===== config.mk =====
export PLATFORM = sky130hd
export DESIGN_NAME = integer_calc_alu_with_accumulator
export DESIGN_NICKNAME = d
export VERILOG_FILES = /design/src/hw/rtl/icalc_pkg.sv /design/src/hw/rtl/icalc_div.sv /design/src/hw/rtl/icalc_pow.sv /design/src/hw/rtl/integer_calc_alu_with_accumulator.sv
export SDC_FILE = /design/constraint.sdc
export NUM_CORES = 2
export LEC_CHECK = 0
export ABC_AREA = 1
export BUFFER_PORTS_ARGS = -buffer_cell sky130_fd_sc_hd__buf_2
export CAP_MARGIN = 20
export CELL_PAD_IN_SITES_DETAIL_PLACEMENT = 0
export CELL_PAD_IN_SITES_GLOBAL_PLACEMENT = 1
export CORE_MARGIN = 2
export CORE_UTILIZATION = 52
export DETAILED_ROUTE_END_ITERATION = 8
export GPL_ROUTABILITY_DRIVEN = 1
export GPL_TIMING_DRIVEN = 1
export PLACE_DENSITY = 0.86
export SLEW_MARGIN = 20
export SYNTH_ARGS = -nofsm -noshare
export SYNTH_HDL_FRONTEND = slang
export SYNTH_SLANG_ARGS = --single-unit

===== constraint.sdc =====
create_clock -name clk_i -period 22.7 [get_ports clk_i]
set_clock_uncertainty 0.15 [all_clocks]
set_input_delay 3.405 -clock clk_i [delete_from_list [all_inputs] [get_ports clk_i]]
set_output_delay 3.405 -clock clk_i [all_outputs]
set_load 0.01 [all_outputs]

===== src/hw/rtl/icalc_pkg.sv =====
// Shared types and constants for the integer calculator ALU.
// Used by icalc_div, icalc_pow and integer_calc_alu_with_accumulator.
package icalc_pkg;

  localparam int unsigned DataWidth = 32;
  localparam int unsigned CntW      = $clog2(DataWidth);

  typedef logic [DataWidth-1:0] word_t;

  // Command codes; codes 6 and 7 are no operation.
  typedef enum logic [2:0] {
    CMD_ADD = 3'd0,
    CMD_SUB = 3'd1,
    CMD_MUL = 3'd2,
    CMD_DIV = 3'd3,
    CMD_POW = 3'd4,
    CMD_MOD = 3'd5
  } cmd_e;

  // Request into the multiply / power sequencer.
  typedef struct packed {
    logic start;   // begin a new job
    logic mul_only; // single product instead of square-and-multiply
  } pow_req_t;

endpackage


===== src/hw/rtl/icalc_div.sv =====
// Radix-2 restoring divider on unsigned magnitudes, one quotient bit a cycle.
// Depends on icalc_pkg.
module icalc_div (
  input  logic                clk_i,
  input  logic                rst_ni,
  input  logic                start_i,
  input  icalc_pkg::word_t    dividend_i,
  input  icalc_pkg::word_t    divisor_i,
  output logic                done_o,
  output icalc_pkg::word_t    quotient_o,
  output icalc_pkg::word_t    remainder_o
);

  logic                        busy_q;
  logic [icalc_pkg::CntW-1:0]  cnt_q;
  icalc_pkg::word_t            rem_q;
  icalc_pkg::word_t            quo_q;
  icalc_pkg::word_t            dvs_q;

  logic [icalc_pkg::DataWidth:0] rem_sh;
  logic [icalc_pkg::DataWidth:0] diff;

  assign rem_sh = {rem_q, quo_q[icalc_pkg::DataWidth-1]};
  assign diff   = rem_sh - {1'b0, dvs_q};

  always_ff @(posedge clk_i or negedge rst_ni) begin
    if (!rst_ni) begin
      busy_q <= 1'b0;
      done_o <= 1'b0;
      cnt_q  <= '0;
      rem_q  <= '0;
      quo_q  <= '0;
      dvs_q  <= '0;
    end else begin
      done_o <= 1'b0;
      if (start_i) begin
        busy_q <= 1'b1;
        cnt_q  <= '0;
        rem_q  <= '0;
        quo_q  <= dividend_i;
        dvs_q  <= divisor_i;
      end else if (busy_q) begin
        // keep the partial remainder when the trial subtract goes negative
        if (!diff[icalc_pkg::DataWidth]) begin
          rem_q <= diff[icalc_pkg::DataWidth-1:0];
          quo_q <= {quo_q[icalc_pkg::DataWidth-2:0], 1'b1};
        end else begin
          rem_q <= rem_sh[icalc_pkg::DataWidth-1:0];
          quo_q <= {quo_q[icalc_pkg::DataWidth-2:0], 1'b0};
        end
        cnt_q <= cnt_q + 1'b1;
        if (cnt_q == icalc_pkg::CntW'(icalc_pkg::DataWidth - 1)) begin
          busy_q <= 1'b0;
          done_o <= 1'b1;
        end
      end
    end
  end

  assign quotient_o  = quo_q;
  assign remainder_o = rem_q;

endmodule


===== src/hw/rtl/icalc_pow.sv =====
// Square-and-multiply sequencer around one shared 32x32 multiplier.
// Also forms a single wrapped product. Depends on icalc_pkg.
module icalc_pow (
  input  logic                clk_i,
  input  logic                rst_ni,
  input  icalc_pkg::pow_req_t req_i,
  input  icalc_pkg::word_t    base_i,
  input  icalc_pkg::word_t    expo_i,
  output logic                done_o,
  output icalc_pkg::word_t    result_o
);

  logic             busy_q;
  logic             sq_phase_q; // 0: multiply into product, 1: square the base
  icalc_pkg::word_t acc_q;
  icalc_pkg::word_t sq_q;
  icalc_pkg::word_t exp_q;

  icalc_pkg::word_t mul_x;
  icalc_pkg::word_t prod;

  // one multiplier, operands picked by phase; low word only
  assign mul_x = sq_phase_q ? sq_q : acc_q;
  assign prod  = mul_x * sq_q;

  always_ff @(posedge clk_i or negedge rst_ni) begin
    if (!rst_ni) begin
      busy_q     <= 1'b0;
      sq_phase_q <= 1'b0;
      done_o     <= 1'b0;
      acc_q      <= '0;
      sq_q       <= '0;
      exp_q      <= '0;
    end else begin
      done_o <= 1'b0;
      if (req_i.start) begin
        busy_q     <= 1'b1;
        sq_phase_q <= 1'b0;
        if (req_i.mul_only) begin
          // one round with exponent 1: product = base * expo
          acc_q <= base_i;
          sq_q  <= expo_i;
          exp_q <= icalc_pkg::word_t'(1);
        end else begin
          acc_q <= icalc_pkg::word_t'(1);
          sq_q  <= base_i;
          exp_q <= expo_i;
        end
      end else if (busy_q) begin
        if (!sq_phase_q) begin
          if (exp_q[0]) begin
            acc_q <= prod;
          end
          if (exp_q[icalc_pkg::DataWidth-1:1] == '0) begin
            busy_q <= 1'b0;
            done_o <= 1'b1;
          end else begin
            sq_phase_q <= 1'b1;
          end
        end else begin
          sq_q       <= prod;
          exp_q      <= exp_q >> 1;
          sq_phase_q <= 1'b0;
        end
      end
    end
  end

  assign result_o = acc_q;

endmodule


===== src/hw/rtl/integer_calc_alu_with_accumulator.sv =====
// Top level of the integer calculator ALU with result accumulator.
// Depends on icalc_pkg, icalc_div and icalc_pow.
//
// Usage: one input word carries a command, two signed 32-bit operands and two
// "operand given" flags; one output word returns the result (also the new
// accumulator value but for no-op and a zero divisor) and a divide-by-zero
// flag. One given operand is the second, the accumulator the first; none gives zeros.
// Channels: slave stream (s_axis_*) in, master stream (m_axis_*) out, each
// word moving when tvalid and tready are both high.
// Steps: an accepted word enters S_EXEC, where add, sub, no-op, a zero
// divisor, a zero exponent and a negative exponent finish; mul and power go
// on to S_POW, div and mod to S_DIV (the radix-2 divider resolves one quotient
// bit a cycle); power shares one multiplier between the multiply and square
// steps. Every word then passes S_DONE, which loads the output register.
// Throughput: one word in flight; s_axis_tready_o is high only while the
// sequencer is idle. A finished word waits in the output register, and the
// next input word is accepted meanwhile; a new result holds until the
// output register is free.
// Reset clears the accumulator to zero and drops any pending output word.
module integer_calc_alu_with_accumulator (
  input  logic        clk_i,
  input  logic        rst_ni,
  input  logic        s_axis_tvalid_i,
  output logic        s_axis_tready_o,
  input  logic [63:0] s_axis_tdata_i,  // [31:0] first_value, [63:32] second_value
  input  logic [4:0]  s_axis_tuser_i,  // [2:0] cmd, [3] first_given, [4] second_given
  output logic        m_axis_tvalid_o,
  input  logic        m_axis_tready_i,
  output logic [31:0] m_axis_tdata_o,  // [31:0] result
  output logic [0:0]  m_axis_tuser_o   // [0] divide_by_zero
);

  typedef enum logic [2:0] {
    S_IDLE,
    S_EXEC,
    S_DIV,
    S_POW,
    S_DONE
  } state_e;

  state_e               state_q;
  icalc_pkg::cmd_e      cmd_q;
  icalc_pkg::word_t     a_q;
  icalc_pkg::word_t     b_q;
  icalc_pkg::word_t     acc_q;
  icalc_pkg::word_t     res_q;
  logic                 dz_q;
  logic                 store_q;
  logic                 out_valid_q;
  icalc_pkg::word_t     out_data_q;
  logic                 out_dz_q;

  // operand selection at accept time
  logic                 in_accept;
  logic                 first_given;
  logic                 second_given;
  icalc_pkg::word_t     first_value;
  icalc_pkg::word_t     second_value;
  icalc_pkg::word_t     sel_a;
  icalc_pkg::word_t     sel_b;

  // decode of the execute step
  state_e               exec_state;
  icalc_pkg::word_t     exec_res;
  logic                 exec_dz;
  logic                 exec_store;

  // shared units
  logic                 div_start;
  logic                 div_done;
  icalc_pkg::word_t     div_quo;
  icalc_pkg::word_t     div_rem;
  icalc_pkg::word_t     mag_a;
  icalc_pkg::word_t     mag_b;
  icalc_pkg::pow_req_t  pow_req;
  logic                 pow_done;
  icalc_pkg::word_t     pow_res;

  logic                 a_neg;
  logic                 b_neg;
  logic                 out_free;

  assign s_axis_tready_o = (state_q == S_IDLE);
  assign in_accept       = s_axis_tvalid_i && s_axis_tready_o;

  assign first_value  = s_axis_tdata_i[31:0];
  assign second_value = s_axis_tdata_i[63:32];
  assign first_given  = s_axis_tuser_i[3];
  assign second_given = s_axis_tuser_i[4];

  always_comb begin
    if (first_given && second_given) begin
      sel_a = first_value;
      sel_b = second_value;
    end else if (second_given) begin
      sel_a = acc_q;
      sel_b = second_value;
    end else if (first_given) begin
      sel_a = acc_q;
      sel_b = first_value;
    end else begin
      sel_a = '0;
      sel_b = '0;
    end
  end

  assign a_neg = a_q[icalc_pkg::DataWidth-1];
  assign b_neg = b_q[icalc_pkg::DataWidth-1];
  assign mag_a = a_neg ? (icalc_pkg::word_t'(0) - a_q) : a_q;
  assign mag_b = b_neg ? (icalc_pkg::word_t'(0) - b_q) : b_q;

  // finish the one-step commands here, hand the rest to a shared unit
  always_comb begin
    exec_state = S_DONE;
    exec_res   = res_q;
    exec_dz    = 1'b0;
    exec_store = 1'b1;
    case (cmd_q) inside
      icalc_pkg::CMD_ADD: exec_res = a_q + b_q;
      icalc_pkg::CMD_SUB: exec_res = a_q - b_q;
      icalc_pkg::CMD_MUL: exec_state = S_POW;
      icalc_pkg::CMD_DIV, icalc_pkg::CMD_MOD: begin
        if (b_q == '0) begin
          // zero divisor: flag it, return 0, keep the accumulator
          exec_res   = '0;
          exec_dz    = 1'b1;
          exec_store = 1'b0;
        end else begin
          exec_state = S_DIV;
        end
      end
      icalc_pkg::CMD_POW: begin
        if (b_q == '0) begin
          exec_res = icalc_pkg::word_t'(1);
        end else if (b_neg) begin
          // negative exponent returns the base
          exec_res = a_q;
        end else begin
          exec_state = S_POW;
        end
      end
      default: begin
        // no operation: echo the accumulator
        exec_res   = acc_q;
        exec_store = 1'b0;
      end
    endcase
  end

  // launch the units from the execute state
  assign div_start = (state_q == S_EXEC) && (b_q != '0) &&
                     ((cmd_q == icalc_pkg::CMD_DIV) || (cmd_q == icalc_pkg::CMD_MOD));
  assign pow_req.start    = (state_q == S_EXEC) &&
                            ((cmd_q == icalc_pkg::CMD_MUL) ||
                             ((cmd_q == icalc_pkg::CMD_POW) && (b_q != '0) && !b_neg));
  assign pow_req.mul_only = (cmd_q == icalc_pkg::CMD_MUL);

  icalc_div u_div (
    .clk_i       (clk_i),
    .rst_ni      (rst_ni),
    .start_i     (div_start),
    .dividend_i  (mag_a),
    .divisor_i   (mag_b),
    .done_o      (div_done),
    .quotient_o  (div_quo),
    .remainder_o (div_rem)
  );

  icalc_pow u_pow (
    .clk_i    (clk_i),
    .rst_ni   (rst_ni),
    .req_i    (pow_req),
    .base_i   (a_q),
    .expo_i   (b_q),
    .done_o   (pow_done),
    .result_o (pow_res)
  );

  assign out_free = !out_valid_q || m_axis_tready_i;

  always_ff @(posedge clk_i or negedge rst_ni) begin
    if (!rst_ni) begin
      state_q     <= S_IDLE;
      cmd_q       <= icalc_pkg::CMD_ADD;
      a_q         <= '0;
      b_q         <= '0;
      acc_q       <= '0;
      res_q       <= '0;
      dz_q        <= 1'b0;
      store_q     <= 1'b0;
      out_valid_q <= 1'b0;
      out_data_q  <= '0;
      out_dz_q    <= 1'b0;
    end else begin
      // drop the output word once it is taken, unless a new one replaces it
      if (out_valid_q && m_axis_tready_i && (state_q != S_DONE)) begin
        out_valid_q <= 1'b0;
      end
      unique case (state_q)
        S_IDLE: begin
          if (in_accept) begin
            cmd_q   <= icalc_pkg::cmd_e'(s_axis_tuser_i[2:0]);
            a_q     <= sel_a;
            b_q     <= sel_b;
            state_q <= S_EXEC;
          end
        end
        S_EXEC: begin
          res_q   <= exec_res;
          dz_q    <= exec_dz;
          store_q <= exec_store;
          state_q <= exec_state;
        end
        S_DIV: begin
          if (div_done) begin
            if (cmd_q == icalc_pkg::CMD_DIV) begin
              res_q <= (a_neg != b_neg) ? (icalc_pkg::word_t'(0) - div_quo) : div_quo;
            end else begin
              res_q <= a_neg ? (icalc_pkg::word_t'(0) - div_rem) : div_rem;
            end
            state_q <= S_DONE;
          end
        end
        S_POW: begin
          if (pow_done) begin
            res_q   <= pow_res;
            state_q <= S_DONE;
          end
        end
        S_DONE: begin
          // hold until the output register is free
          if (out_free) begin
            out_valid_q <= 1'b1;
            out_data_q  <= res_q;
            out_dz_q    <= dz_q;
            if (store_q) begin
              acc_q <= res_q;
            end
            state_q <= S_IDLE;
          end
        end
        default: state_q <= S_IDLE;
      endcase
    end
  end

  assign m_axis_tvalid_o   = out_valid_q;
  assign m_axis_tdata_o    = out_data_q;
  assign m_axis_tuser_o[0] = out_dz_q;

endmodule

==> impl_metrics.ini <==
[logic_synthesis]
synthFlopType = dfrtp_1
synth_area_per_cell_sq_um = 7.27
synth_top_area_share_pct = 21.9
syn_inst = 5855
yosys_warnings = 0
yosysUniqueCellTypes = 66
synth_edf_count = 0
synth-seq-cells = 372
synth_sequential_area_ratio_pct = 21.9
synthArstFlopShare_pct = 100
synth.top_cells.by_area = dfrtp_1, fa_1, nand2_1
syn_nets = 6562
synth_top_area_cell = dfrtp_1
syn_area_sq_um = 42500

[worst_hold_path]
holdCritPathClass = reg2reg
hold_start = m_axis_tdata_o[13]
min_path_cells = 2
holdPathEnd = m_axis_tdata_o[13]

[timing]
maxSlewHeadroom_pct = 21.7
hold_slack_ns = 0.326
worst_pin_slew_ns = 1.16
hold_viol_final = 0
drv_slew = 0
setup_tns_ns = 0
rsz0062_at_grt = no
setup_viol = 0
fmaxAchievable_mhz = 110
layout_min_cycle_time_ns = 9.06
finalCritPeriodShare_pct = 39.9

[critical_path]
critPathCaptureType = flip-flop
critPathLaunchType = flip-flop
reg2reg_depth = 26
r2r_slack_ns = 13.64
r2r_start = u_pow.sq_phase_q
r2r_end = u_pow.sq_q[31]
critPathKind = reg2reg
required_ns = 23.05
arrival_ns = 9.41
critPathMaxFanout = 37

[cells_and_area]
layout_commonest_cell = nand2_1
fillCellCount = 7890
seqCellArea_sq_um = 9310
final_nets = 6525
mostFrequentLayoutCells = nand2_1, inv_1, nor2_1
finalCoreUtilization_pct = 56.2
layout-drive-gt1-share_pct = 6.12
area_growth_pct = 6.74
fin_cells = 6914
multiInputGateArea_sq_um = 28300

[floorplan]
row_count = 104
core_sq_um = 80800
dieArea_sq_um = 84100
start_util_pct = 52.6
io_pins = 108
die_w_microns = 290
die_h_microns = 290

[cts]
cts_buffers = 46
clkSlewWorstSetupHoldPaths_ns = 0.06
ctsHoldBuffers = 0
clk_latency_ns = 0.63
cts_setup_buffers = 0
cts_tree = yes
postCtsResizedCells = 0
cts_sinks = 372
clockRootBuffer = clkbuf_16
htreeDepth = 2
clockBufferDepth = 3

[routing]
drtAntennaViolNets = 0
wl_per_cell_microns = 26.5
drtPass1Iterations = 6
vias_per_cell = 6.00
routed_wl_microns = 183000
drc = 0
drtIter0Drc = 5331
vias = 41498

[grt]
gr-usage-all-layers_pct = 43.6
grt.overflow.total = 0
grt_pass1_wl_microns = 270000
antenna_found_initial = 10
grt_max_degree = 123
grt_pass1_vias = 40509

[placed_design]
port_buffers = 107
placed_cells = 6830
dp_hpwl_microns = 145000
place.gp.congestion = 1.13

[run]
drv_cap = 0

[status]
outcome = finished clean
layout make-up:
class	count	share of cell area (%)
Clock buffer	64	2.95
Timing Repair Buffer	179	2.39
Clock inverter	17	0.529
Inverter	1020	8.45
Multi-Input combinational cell	4199	62.2
Sequential cell	372	20.5
Tap cell	1060	2.92
Antenna cell	3	0.0165
flip-flops by register name, summed over array words and instances (netlist names), 3 cells and up:
signal / flops
u_pow.exp_q: 32
acc_q: 32
b_q: 32
u_pow.result_o: 32
m_axis_tdata_o: 32
a_q: 32
u_div.dvs_q: 32
state_q: 3
u_pow.sq_q: 32
u_div.quotient_o: 32
cmd_q: 3
u_div.remainder_o: 32
u_div.cnt_q: 5
res_q: 32
through the flow:
step	setup slack, ns	instance area (sq um)
finish	13.64	45400
global route	13.24	45400
global placement	13.84	43800
floorplan	15.52	42500
detailed placement	13.89	43800
CTS	13.83	45400
layer usage:
layer | vias to the layer above | track usage [%] | routed length (microns)
met4 | 12 | 31.8 | 16300
met2 | 2543 | 62.7 | 75500
li1 | 18534 | - | -
met1 | 19810 | 56.3 | 69600
met5 | - | 0 | 79
met3 | 599 | 12.0 | 22100
cell usage after synthesis (10+ instances only):
master,number
o21bai_1,16
nor2_2,14
inv_1,989
nand2_1,1225
a31oi_1,59
o21ai_2,13
nand4_1,38
nor3_1,41
clkbuf_1,167
xor2_1,107
o21ai_1,15
nor4_1,22
xnor2_1,35
o221ai_1,33
nor2_1,633
o21ai_0,534
ha_1,223
nand3_1,227
o211ai_1,75
nand2_2,20
a211oi_1,10
inv_2,20
nand3b_1,13
buf_6,10
buf_2,62
buf_1,16
a21oi_1,247
a22oi_1,16
fa_1,411
o22ai_1,75
dfrtp_1,372
how the worst max path moves through the flow:
stage	start	end	slack [ns]	cells after the start
2_1_floorplan	u_pow.sq_q[10]	u_pow.sq_q[28]	15.52	31
3_3_place_gp	u_pow.sq_phase_q	u_pow.sq_q[21]	13.84	29
3_5_place_dp	u_pow.sq_q[10]	u_pow.sq_q[28]	13.89	28
4_1_cts	u_pow.sq_q[10]	u_pow.sq_q[28]	13.83	28
5_1_grt	u_pow.sq_phase_q	u_pow.sq_q[31]	13.24	28
6_report	u_pow.sq_phase_q	u_pow.sq_q[31]	13.64	26
cells by family after synthesis:
family,share of synthesized area (%)
AND/OR/NAND/NOR,21.7
buffers and inverters,11.8
AO/OA/AOI/OAI,15.8
adder cells (fa/ha/maj),25.9
flip-flops,21.9
XOR/XNOR,2.92
critical path, cell delays in order (launching register included):
cell and delay, ns:
dfrtp_2 0.55, buf_4 0.34, inv_6 0.28, nand2_1 0.08, nand2_1 0.44, clkinv_1 0.48
nor2_1 0.31, fa_1 0.50, fa_1 0.50, inv_1 0.05, fa_1 0.50, fa_1 0.51
inv_1 0.05, fa_1 0.54, fa_1 0.43, fa_1 0.48, fa_1 0.70, ha_1 0.38
a21oi_1 0.24, o21ai_0 0.14, a21oi_1 0.14, nand3_1 0.21, a21oi_1 0.50, inv_1 0.09
nand2_1 0.08, nand3_1 0.09, a21oi_1 0.17
Power is not shown: default switching activity piles up to over one toggle a cycle in this logic, so the estimate is an artifact.
